## src/rtl/rau_pkg.sv

```systemverilog
// Package for the rational arithmetic unit: command codes, widths, back-end states, queue beat type.
// No dependencies.
package rau_pkg;
    localparam int NUM_W = 33;
    localparam int DEN_W = 32;
    localparam int MAG_W = 33;

    typedef enum logic [2:0] {
        t_cmd_add    = 3'd0,
        t_cmd_sub    = 3'd1,
        t_cmd_mul    = 3'd2,
        t_cmd_div    = 3'd3,
        t_cmd_reduce = 3'd4
    } t_cmd;

    typedef enum logic [2:0] {
        t_be_idle,
        t_be_gcd,
        t_be_divn,
        t_be_divd,
        t_be_out
    } t_be_state;

    // One queued beat: raw numerator and denominator before reduction.
    typedef struct packed {
        logic [NUM_W-1:0] num;
        logic [DEN_W-1:0] den;
    } t_raw;
endpackage

```

## src/rtl/rau_front.sv

```systemverilog
// Front end: accepts a command, forms raw numerator and denominator over two steps.
// Depends on rau_pkg.
module rau_front #(
    parameter int W = 16
) (
    input  logic               i_clk,
    input  logic               i_rst_n,
    input  logic               i_go,
    input  logic [2:0]         i_command,
    input  logic signed [W-1:0] i_a_num,
    input  logic signed [W-1:0] i_a_den,
    input  logic signed [W-1:0] i_b_num,
    input  logic signed [W-1:0] i_b_den,
    output logic               o_busy,
    output logic               o_valid,
    output rau_pkg::t_raw      o_raw,
    input  logic               i_take
);
    localparam int PW = 2 * W;

    logic [2:0]          r_cmd;
    logic signed [W-1:0] r_an, r_ad, r_bn;
    logic                r_eq, r_stage, r_full;
    logic signed [PW-1:0] r_p0, r_p1, r_p2;
    rau_pkg::t_raw       r_raw, n_raw;
    logic signed [PW:0]  s_n;

    assign o_busy  = r_stage | r_full;
    assign o_valid = r_full;
    assign o_raw   = r_raw;

    // Combine registered products into raw values
    always_comb begin
        n_raw = '0;
        s_n = '0;
        case (r_cmd)
            rau_pkg::t_cmd_add: begin
                if (r_eq) begin
                    s_n = (PW+1)'(r_an) + (PW+1)'(r_bn);
                    n_raw.den = rau_pkg::DEN_W'(r_ad);
                end else begin
                    s_n = (PW+1)'(r_p0) + (PW+1)'(r_p1);
                    n_raw.den = rau_pkg::DEN_W'(r_p2);
                end
            end
            rau_pkg::t_cmd_sub: begin
                if (r_eq) begin
                    s_n = (PW+1)'(r_an) - (PW+1)'(r_bn);
                    n_raw.den = rau_pkg::DEN_W'(r_ad);
                end else begin
                    s_n = (PW+1)'(r_p0) - (PW+1)'(r_p1);
                    n_raw.den = rau_pkg::DEN_W'(r_p2);
                end
            end
            rau_pkg::t_cmd_mul: begin
                s_n = (PW+1)'(r_p1);
                n_raw.den = rau_pkg::DEN_W'(r_p2);
            end
            rau_pkg::t_cmd_div: begin
                s_n = (PW+1)'(r_p0);
                n_raw.den = rau_pkg::DEN_W'(r_p1);
            end
            default: begin
                s_n = (PW+1)'(r_an);
                n_raw.den = rau_pkg::DEN_W'(r_ad);
            end
        endcase
        n_raw.num = rau_pkg::NUM_W'(s_n);
    end

    // Capture operands and products, then the raw beat
    always_ff @(posedge i_clk) begin
        if (!i_rst_n) begin
            r_stage <= 1'b0;
            r_full  <= 1'b0;
        end else begin
            if (i_go && !o_busy) begin
                r_cmd <= i_command;
                r_an <= i_a_num; r_ad <= i_a_den;
                r_bn <= i_b_num;
                r_eq <= (i_a_den == i_b_den);
                // p0 = an*bd, p1 = bn*ad (or an*bn for mul, ad*bn for div), p2 = ad*bd
                r_p0 <= PW'(i_a_num) * PW'(i_b_den);
                case (i_command)
                    rau_pkg::t_cmd_mul: r_p1 <= PW'(i_a_num) * PW'(i_b_num);
                    rau_pkg::t_cmd_div: r_p1 <= PW'(i_a_den) * PW'(i_b_num);
                    default:            r_p1 <= PW'(i_b_num) * PW'(i_a_den);
                endcase
                r_p2 <= PW'(i_a_den) * PW'(i_b_den);
                r_stage <= 1'b1;
            end else if (r_stage) begin
                r_raw   <= n_raw;
                r_full  <= 1'b1;
                r_stage <= 1'b0;
            end else if (i_take) begin
                r_full <= 1'b0;
            end
        end
    end
endmodule

```

## src/rtl/rau_queue.sv

```systemverilog
// Two-entry queue between front and back ends.
// Depends on rau_pkg.
module rau_queue (
    input  logic          i_clk,
    input  logic          i_rst_n,
    input  logic          i_push,
    input  rau_pkg::t_raw i_data,
    output logic          o_full,
    input  logic          i_pop,
    output logic          o_valid,
    output rau_pkg::t_raw o_data
);
    rau_pkg::t_raw r_mem [2];
    logic          r_wp, r_rp;
    logic [1:0]    r_cnt;

    assign o_full  = (r_cnt == 2'd2);
    assign o_valid = (r_cnt != 2'd0);
    assign o_data  = r_mem[r_rp];

    // Advance pointers on push and pop
    always_ff @(posedge i_clk) begin
        if (!i_rst_n) begin
            r_wp <= 1'b0; r_rp <= 1'b0; r_cnt <= 2'd0;
        end else begin
            if (i_push && !o_full) begin
                r_mem[r_wp] <= i_data;
                r_wp <= ~r_wp;
            end
            if (i_pop && o_valid) r_rp <= ~r_rp;
            r_cnt <= r_cnt + 2'((i_push && !o_full) ? 1 : 0) - 2'((i_pop && o_valid) ? 1 : 0);
        end
    end
endmodule

```

## src/rtl/rau_back.sv

```systemverilog
// Back end: Euclid gcd by shift-subtract remainders, then two restoring divisions.
// Depends on rau_pkg.
module rau_back (
    input  logic                     i_clk,
    input  logic                     i_rst_n,
    input  logic                     i_valid,
    input  rau_pkg::t_raw            i_raw,
    output logic                     o_pop,
    output logic                     o_strobe,
    output logic [rau_pkg::NUM_W-1:0] o_num,
    output logic [rau_pkg::DEN_W-1:0] o_den,
    output logic                     o_den_zero
);
    localparam int M = rau_pkg::MAG_W;
    localparam int CW = $clog2(M + 1);

    rau_pkg::t_be_state r_st, n_st;
    logic [M-1:0] r_x, r_y, r_rem, r_quo, r_g;
    logic [CW-1:0] r_cnt;
    logic          r_sn, r_sd, r_dz;
    logic [rau_pkg::NUM_W-1:0] r_num;
    logic [rau_pkg::DEN_W-1:0] r_den;
    logic [M-1:0] s_mn, s_md;
    logic [rau_pkg::DEN_W-1:0] s_dneg;
    logic [M:0]   s_trial;
    logic [M-1:0] s_src;

    assign s_mn   = i_raw.num[M-1] ? (~i_raw.num + 1'b1) : i_raw.num;
    assign s_dneg = ~i_raw.den + 1'b1;
    assign s_md   = i_raw.den[rau_pkg::DEN_W-1] ? M'(s_dneg) : M'(i_raw.den);
    // Division step: r_x is dividend being shifted out, divisor is r_y (gcd) or r_g
    assign s_src   = (r_st == rau_pkg::t_be_gcd) ? r_y : r_g;
    assign s_trial = {r_rem, r_x[M-1]} - {1'b0, s_src};

    assign o_pop      = (r_st == rau_pkg::t_be_idle) && i_valid;
    assign o_strobe   = (r_st == rau_pkg::t_be_out);
    assign o_num      = r_num;
    assign o_den      = r_den;
    assign o_den_zero = r_dz;

    always_comb begin
        n_st = r_st;
        case (r_st)
            rau_pkg::t_be_idle: if (i_valid) n_st = rau_pkg::t_be_gcd;
            rau_pkg::t_be_gcd:  if (r_y == '0) n_st = rau_pkg::t_be_divn;
            rau_pkg::t_be_divn: if (r_cnt == CW'(M)) n_st = rau_pkg::t_be_divd;
            rau_pkg::t_be_divd: if (r_cnt == CW'(M)) n_st = rau_pkg::t_be_out;
            rau_pkg::t_be_out:  n_st = rau_pkg::t_be_idle;
            default:            n_st = rau_pkg::t_be_idle;
        endcase
    end

    always_ff @(posedge i_clk) begin
        if (!i_rst_n) r_st <= rau_pkg::t_be_idle;
        else          r_st <= n_st;
    end

    // Datapath: one remainder bit per cycle in gcd/divide states while r_cnt < M
    always_ff @(posedge i_clk) begin
        case (r_st)
            rau_pkg::t_be_idle: begin
                r_sn  <= i_raw.num[M-1];
                r_sd  <= i_raw.den[rau_pkg::DEN_W-1];
                r_dz  <= (i_raw.den == '0);
                r_num <= s_mn;
                r_den <= rau_pkg::DEN_W'(s_md);
                r_cnt <= '0;
                r_rem <= '0;
                if (s_mn == '0 || s_md == '0) begin
                    r_x <= M'(1); r_y <= '0;
                end else begin
                    r_x <= s_mn; r_y <= s_md;
                end
            end
            rau_pkg::t_be_gcd: begin
                if (r_y == '0) begin
                    r_g <= r_x; r_cnt <= '0; r_rem <= '0;
                    r_x <= M'(r_num);
                end else if (r_cnt == CW'(M)) begin
                    r_x <= r_y; r_y <= r_rem; r_rem <= '0; r_cnt <= '0;
                end else begin
                    r_rem <= s_trial[M] ? {r_rem[M-2:0], r_x[M-1]} : s_trial[M-1:0];
                    r_x <= {r_x[M-2:0], 1'b0};
                    r_cnt <= r_cnt + 1'b1;
                end
            end
            rau_pkg::t_be_divn, rau_pkg::t_be_divd: begin
                if (r_cnt == CW'(M)) begin
                    if (r_st == rau_pkg::t_be_divn) begin
                        r_num <= r_sn ? rau_pkg::NUM_W'(~r_quo + 1'b1) : rau_pkg::NUM_W'(r_quo);
                        r_x <= M'(r_den);
                    end else begin
                        r_den <= r_sd ? rau_pkg::DEN_W'(~r_quo + 1'b1) : rau_pkg::DEN_W'(r_quo);
                    end
                    r_cnt <= '0; r_rem <= '0;
                end else begin
                    r_rem <= s_trial[M] ? {r_rem[M-2:0], r_x[M-1]} : s_trial[M-1:0];
                    r_quo <= {r_quo[M-2:0], ~s_trial[M]};
                    r_x <= {r_x[M-2:0], 1'b0};
                    r_cnt <= r_cnt + 1'b1;
                end
            end
            default: ;
        endcase
    end
endmodule

```

## src/rtl/rational_arith_unit.sv

```systemverilog
// Top level of the rational arithmetic unit: front end, queue, back end.
// Depends on rau_pkg, rau_front, rau_queue, rau_back.
//
// channel  | direction | handshake
// command  | in        | i_start / o_busy, taken when start high and busy low
// result   | out       | o_strobe, one cycle, no backpressure
//
// The front end registers the operands and products, then the raw beat, and
// the beat then enters the queue. The back end runs Euclid remainder steps,
// each a full shift-subtract pass (none when either raw value is zero, at most
// about 47), then two restoring divisions; the number of remainder steps sets
// how long a result takes after its command beat. Reset is synchronous, active
// low, and empties queue and sequencer. busy stays high while the front end
// holds a beat that the full queue cannot take.
module rational_arith_unit #(
    parameter int OPERAND_WIDTH = 16
) (
    input  logic                       i_clk,
    input  logic                       i_rst_n,
    input  logic                       i_start,
    output logic                       o_busy,
    input  logic [2:0]                 i_command,
    input  logic signed [OPERAND_WIDTH-1:0] i_a_num,
    input  logic signed [OPERAND_WIDTH-1:0] i_a_den,
    input  logic signed [OPERAND_WIDTH-1:0] i_b_num,
    input  logic signed [OPERAND_WIDTH-1:0] i_b_den,
    output logic                       o_strobe,
    output logic signed [32:0]         o_result_num,
    output logic signed [31:0]         o_result_den,
    output logic                       o_den_zero
);
    logic          s_fbusy, s_fvalid, s_qfull, s_qvalid, s_pop;
    rau_pkg::t_raw s_fraw, s_qraw;

    assign o_busy = s_fbusy;

    rau_front #(.W(OPERAND_WIDTH)) u_front (
        .i_clk, .i_rst_n, .i_go(i_start), .i_command, .i_a_num, .i_a_den,
        .i_b_num, .i_b_den, .o_busy(s_fbusy), .o_valid(s_fvalid),
        .o_raw(s_fraw), .i_take(!s_qfull)
    );

    rau_queue u_queue (
        .i_clk, .i_rst_n, .i_push(s_fvalid), .i_data(s_fraw), .o_full(s_qfull),
        .i_pop(s_pop), .o_valid(s_qvalid), .o_data(s_qraw)
    );

    rau_back u_back (
        .i_clk, .i_rst_n, .i_valid(s_qvalid), .i_raw(s_qraw), .o_pop(s_pop),
        .o_strobe, .o_num(o_result_num), .o_den(o_result_den),
        .o_den_zero
    );
endmodule

```

## config.mk

```make
export PLATFORM = sky130hd
export DESIGN_NAME = rational_arith_unit
export DESIGN_NICKNAME = d
export VERILOG_FILES = /design/src/rtl/rau_pkg.sv /design/src/rtl/rau_front.sv /design/src/rtl/rau_queue.sv /design/src/rtl/rau_back.sv /design/src/rtl/rational_arith_unit.sv
export SDC_FILE = /design/constraint.sdc
export NUM_CORES = 2
export LEC_CHECK = 0
export ABC_CLOCK_PERIOD_IN_PS = 10260
export BUFFER_PORTS_ARGS = -buffer_cell sky130_fd_sc_hd__clkbuf_2
export CORE_UTILIZATION = 35
export DETAILED_ROUTE_END_ITERATION = 12
export PLACE_DENSITY_LB_ADDON = 0.3
export SLEW_MARGIN = 40
export SYNTH_ARGS = -nofsm -noshare
export SYNTH_HDL_FRONTEND = slang
export SYNTH_SLANG_ARGS = --single-unit
```

## constraint.sdc

```tcl
create_clock -name i_clk -period 10.26 [get_ports i_clk]
set_input_delay 1.026 -clock i_clk [delete_from_list [all_inputs] [get_ports i_clk]]
set_output_delay 1.026 -clock i_clk [all_outputs]
set_load 0.01 [all_outputs]
```

Word level (Yosys, flattened, before mapping)
Memory sizes are Yosys's and may differ from the RTL's. A register that Yosys moved wholly into a read port is not among the register bits.
Cells that the tools add are included.
- equality and inequality tests: 22
- multiply operators: 4
- add/subtract/negate cells: 11
- bitwise operators: 9
- multiplexer cells: 49
- reduce and logical (&&, ||, !) cells: 29
- operators by type and width (operator ; count):
    $mux W33 ; 18
    $pmux W33 S3 ; 2
    $mux W32 ; 6
    $pmux W33 S2 ; 2
    $pmux W33 S4 ; 1
    $mul A16 B16 Y32 ; 4
    $logic_not A33 Y1 ; 3
    $pmux W32 S3 ; 1
    $add A33 B1 Y33 const B ; 2
    $not A33 Y33 ; 2
    $pmux W32 S2 ; 1
    $sub A34 B33 Y34 ; 1
    $add A32 B32 Y33 ; 1
    $sub A32 B32 Y33 ; 1
    $add A32 B1 Y32 const B ; 1
    $logic_not A32 Y1 ; 1
    $not A32 Y32 ; 1
    $pmux W6 S3 ; 1
    $add A16 B16 Y17 ; 1
    $sub A16 B16 Y17 ; 1
    $eq A16 B16 Y1 ; 1
    $eq A3 B2 Y1 const B ; 5
    $mux W3 ; 4
    $mux W6 ; 2
    24 further kinds ; 61
- register bits: 461
- bits in writable memories: 130
- word-level logic and storage cells: 152
- memories kept: 1
- memory list (memory ; depth ; width ; rd ports ; clocked after memory_dff ; write ports ; RTL line ; text):
    u_queue.r_mem ; 2 ; 65 ; 1 ; 1 ; 1 ; rau_queue.sv:13 ; rau_pkg::t_raw r_mem [2];

Logic depth before layout (Yosys ltp)
- depth in word-level cells: 7
- depth in mapped cells: 26
- gate-level depth less buffers: 25

Modules after synthesis
From an unflattened synthesis, not the netlist that was laid out.
- cells, all modules: 7369
- area, all modules: 73320.3 um^2
- modules (own cells, without submodules) (module ; cells an instance ; instances ; area each (um^2) ; seq. area each (um^2)):
    rau_front ; 5604 ; 1 ; 52666.8 ; 6436.2
    rau_back ; 1536 ; 1 ; 15514.9 ; 7236.9
    rau_queue ; 228 ; 1 ; 5134.9 ; 4003.8
    rational_arith_unit ; 1 ; 1 ; 3.8 ; 0.0

Least setup slack after synthesis
No wires, ideal clock.
- path type: input to register
- start point: input i_rst_n
- end point: register u_front.r_ad[0], enable pin
- data required time: 9.603 ns
- setup slack: 2.130 ns
- stages: 3
- library setup time: 0.657 ns
- arrival time: 7.473 ns
- cells stage by stage: clkbuf_1 > nand2_1 > nor2_1
- word-level cells in the longest chain between the ends: 1
- ends and longest elaborated chain (item ; RTL line ; text):
    from (decl) ; rational_arith_unit.sv:19 ; input logic i_rst_n,
    $reduce_and A2 Y1 (no line) ; - ;
    to (signal assigned) ; rau_front.sv:79 ; r_an <= i_a_num; r_ad <= i_a_den;
    to (decl) ; rau_front.sv:22 ; logic signed [W-1:0] r_an, r_ad, r_bn;
No other way between the ends.
A chain may end at the register's enable or synchronous reset.

Worst setup path in the final report
- start point: input i_a_den[6]
- end point: register u_front.r_p2[31], data pin
- word-level cells in the longest chain between the ends: 1
- ends and longest elaborated chain (item ; RTL line ; text):
    from (decl) ; rational_arith_unit.sv:24 ; input logic signed [OPERAND_WIDTH-1:0] i_a_den,
    $mul A16 B16 Y32 ; rau_front.sv:89 ; r_p2 <= PW'(i_a_den) * PW'(i_b_den);
    to (signal assigned) ; rau_front.sv:89 ;
    to (decl) ; rau_front.sv:24 ; logic signed [PW-1:0] r_p0, r_p1, r_p2;
No other way between the ends.

==> impl_table.tex <==
\begin{tabular}{lr}
\hline
Metric & Value \\
\hline
\multicolumn{2}{l}{\textbf{Run status}} \\
Run status & finished, final reports clean \\
\multicolumn{2}{l}{\textbf{Logic synthesis}} \\
Share of the synthesized area in the top cell type & 28.9\% \\
Leading post-synthesis cells by cell area & sky130\_fd\_sc\_hd\_\_fa\_1, sky130\_fd\_sc\_hd\_\_edfxtp\_1, sky130\_fd\_sc\_hd\_\_ha\_1 \\
Main combinational cell family by area after synthesis & adder cells \\
Average size of a mapped cell & 9.85 sq um \\
Post-synthesis cell area & 72,900 sq um \\
Basic-gate share of the synthesized area counting and, or, nand and nor cells & 13.6\% \\
Synth Area in Adders & 37.1\% \\
Dominant synthesized flop cell & sky130\_fd\_sc\_hd\_\_edfxtp\_1 \\
Synth warnings & 0 \\
Top cells by instance count after synthesis & sky130\_fd\_sc\_hd\_\_inv\_1, sky130\_fd\_sc\_hd\_\_fa\_1, sky130\_fd\_sc\_hd\_\_nand2\_1 \\
Largest area contributor in the synthesized netlist & sky130\_fd\_sc\_hd\_\_fa\_1 \\
Most instantiated library cell after synthesis & sky130\_fd\_sc\_hd\_\_inv\_1 \\
Complex-gate fraction of the synthesized area & 10.1\% \\
Flip-flop and latch count after synthesis & 592 \\
Post-synth ARST share & 0\% \\
Parity-gate share of the synthesized area counting xor and xnor cells & 3.95\% \\
Number of different library cells in the post-synthesis netlist & 99 \\
Number of enable flip-flop cells after synthesis & 582 \\
Synthesized net count & 9,008 \\
Sequential fraction of the synthesis area & 24.2\% \\
Synthesized instance count & 7,405 \\
Multiplexer area fraction after synthesis & 2.28\% \\
\multicolumn{2}{l}{\textbf{Setup path}} \\
Crit path cell chain & clkbuf\_2 -> buf\_4 -> ha\_1 -> fa\_1 -> inv\_1 -> fa\_1 -> fa\_1 -> inv\_1 -> fa\_1 -> fa\_1 -> inv\_1 -> fa\_1 -> inv\_1 -> ha\_1 -> a21o\_1 -> a21oi\_1 -> o21a\_1 -> o21a\_1 -> o311ai\_0 -> o41ai\_1 -> o2111ai\_1 -> a21oi\_1 -> xnor2\_1 \\
WP data required & 10.67 ns \\
Most prevalent standard cell on the critical path & sky130\_fd\_sc\_hd\_\_fa\_1 \\
Startpoint Class & primary input \\
Kind of cell adding the most delay to the critical path & adder cells \\
Setup crit end kind & register \\
Critical path class & in -> reg \\
Slowest Stage Delay on Critical Path & 0.67 ns \\
Crit Path Max Fanout & 23 \\
Data arrival time of the critical path & 8.02 ns \\
Critical-path top delay cell & sky130\_fd\_sc\_hd\_\_o41ai\_1 \\
Count of buffering cells on the critical path with inverters included & 6 \\
\multicolumn{2}{l}{\textbf{Clock tree}} \\
Resized Gates After CTS & 0 \\
Clock sink total & 592 \\
TritonCTS Buffers & 72 \\
H-tree level count & 3 \\
Clock Pin Slew Worst Setup and Hold Paths & 0.06 ns \\
Deepest clock path buffer count & 3 \\
TritonCTS clock tree & built \\
Setup bufs post-CTS & 0 \\
Root buffer selected by CTS & sky130\_fd\_sc\_hd\_\_clkbuf\_16 \\
Clk Latency, worst-skew pair & 0.70 ns \\
Post-CTS Hold Fix Bufs & 0 \\
\multicolumn{2}{l}{\textbf{STA}} \\
Crit path time final & 7.61 ns \\
Transition time of the tightest slew-check pin & 0.974 ns \\
Unrepaired setup endpoints after global routing & false \\
Post-Route Setup TNS & 0 ns \\
Worst Clk Skew & 0.0603 ns \\
Maximum clock frequency & 131 MHz \\
Max transition margin & 34.6\% \\
Final-report max-slew violation count & 0 \\
Number of setup violations in the final report & 0 \\
Number of endpoints with negative hold slack in the final report & 0 \\
Share of the clock period used by the worst path after layout & 74.1\% \\
\multicolumn{2}{l}{\textbf{Cells and area}} \\
Proportion of layout cells with a drive suffix above 1 & 5.91\% \\
Number of fillers in the final layout & 20,600 \\
Sequential cell area in the final layout & 17,700 sq um \\
Post-layout net count & 8,956 \\
Area of the multi-input gates & 49,000 sq um \\
Area Overhead vs Synth & 8.58\% \\
\multicolumn{2}{l}{\textbf{Global routing}} \\
Initial antenna violation count & 12 \\
Vias in the first global route & 55,300 \\
Overall track demand over capacity in global routing & 21.0\% \\
Total global routing overflow & 0 \\
Global-route wire length before repair & 338 mm \\
Pin count of the biggest net entering global routing & 86 \\
\multicolumn{2}{l}{\textbf{Floorplanning}} \\
Horizontal die dimension & 459 um \\
DIE HEIGHT & 459 um \\
Starting density of the core & 35.2\% \\
Top-Level Pins & 138 \\
Number of rows created at floorplan & 167 \\
Core Area & 207,000 sq um \\
Full die area & 210,000 sq um \\
\multicolumn{2}{l}{\textbf{Routing}} \\
\# DRC & 0 \\
Number of detailed-routing iterations run before antenna repair & 8 \\
DR WL/cell & 21.5 um \\
Via count & 53,300 \\
DRT iter0 DRCs & 4,301 \\
Average vias per placed instance & 5.22 \\
Total length of routed wires & 220 mm \\
Antenna Violating Nets Remaining & 0 \\
\multicolumn{2}{l}{\textbf{Placed design}} \\
RD Place Congestion & 0.896 \\
Post-detailed-placement half-perimeter wirelength & 172 mm \\
Count of input and output buffers & 137 \\
\multicolumn{2}{l}{\textbf{Min path}} \\
Type of the most critical hold path & reg -> reg \\
\multicolumn{2}{l}{\textbf{Job}} \\
Reported max-cap violation count & 0 \\
\hline
\end{tabular}
through the flow:
stage	instances	util [%]	setup slack [ns]	instance area, sq um	hold WS (ns)
after floorplan	7405	-	2.13	72900	0.421
after global placement	10100	36.9	2.11	76400	0.425
after detailed placement	10100	37.0	2.01	76600	0.430
after CTS	10200	38.2	2.74	79100	0.412
after global routing	10200	38.2	2.37	79200	0.427
final	10200	38.2	2.65	79200	0.417
path summary, 6_finish.rpt:
path / start / endpoint / slack (ns) / cells past startpoint
setup reg to reg: register / u_back.r_x[32] / 4.63 / 13
hold reg to reg: u_front.o_raw[27] / u_queue.r_mem[1][27] / 0.42 / 0
hold / removal: u_front.o_raw[27] / u_queue.r_mem[1][27] / 0.42 / 0
setup / recovery: i_a_den[6] / u_front.r_p2[31] / 2.65 / 23
layout make-up:
cell class | count | area share, %
Multi-Input combinational cell | 5145 | 61.9
Clock buffer | 83 | 2.33
Timing Repair Buffer | 234 | 2.03
Tap cell | 2788 | 4.40
Inverter | 1308 | 6.20
Clock inverter | 50 | 0.793
Sequential cell | 592 | 22.3
Antenna cell | 6 | 0.0190
state kept, by name (all words and copies together), names as in the netlist, 33 cells and up, named ones only:
signal         cells
u_queue.r_mem    130
u_front.o_raw     65
u_back.o_num      33
u_back.r_g        33
u_back.r_quo      33
u_back.r_rem      33
u_back.r_x        33
u_back.r_y        33
cells in the final DEF, fill, tap and decap left out, drive strengths merged, types with 48 or more instances in the layout:
| master | n |
|---|---|
| and2 | 479 |
| nor3 | 82 |
| a211oi | 48 |
| a21o | 69 |
| xnor2 | 222 |
| buf | 109 |
| nor2 | 320 |
| o21ai | 284 |
| ha | 480 |
| xor2 | 106 |
| edfxtp | 582 |
| nand2 | 789 |
| inv | 1310 |
| clkbuf | 208 |
| nand2b | 71 |
| a21oi | 240 |
| nand3 | 48 |
| fa | 1053 |
| mux2i | 143 |
kinds of logic after synthesis:
family | after synthesis
buffers and inverters | 1668
xor gates and xnor gates | 328
adders and majority gates | 1533
DFF | 592
and+or+nand+nor | 2022
AOI/OAI and AO/OA | 1101
muxes | 161
routing by layer:
layer	track usage [%]	vias to the layer above	part of all wire, %
met5	0	-	0.029
met4	7.17	8	4.0
met3	2.67	332	5.7
met2	35.2	1700	47
met1	27.9	27300	43
li1	-	24000	-
Power is left out: the tool's default activity adds up to more than one toggle a clock period on the data nets, which glitch-free logic cannot reach.
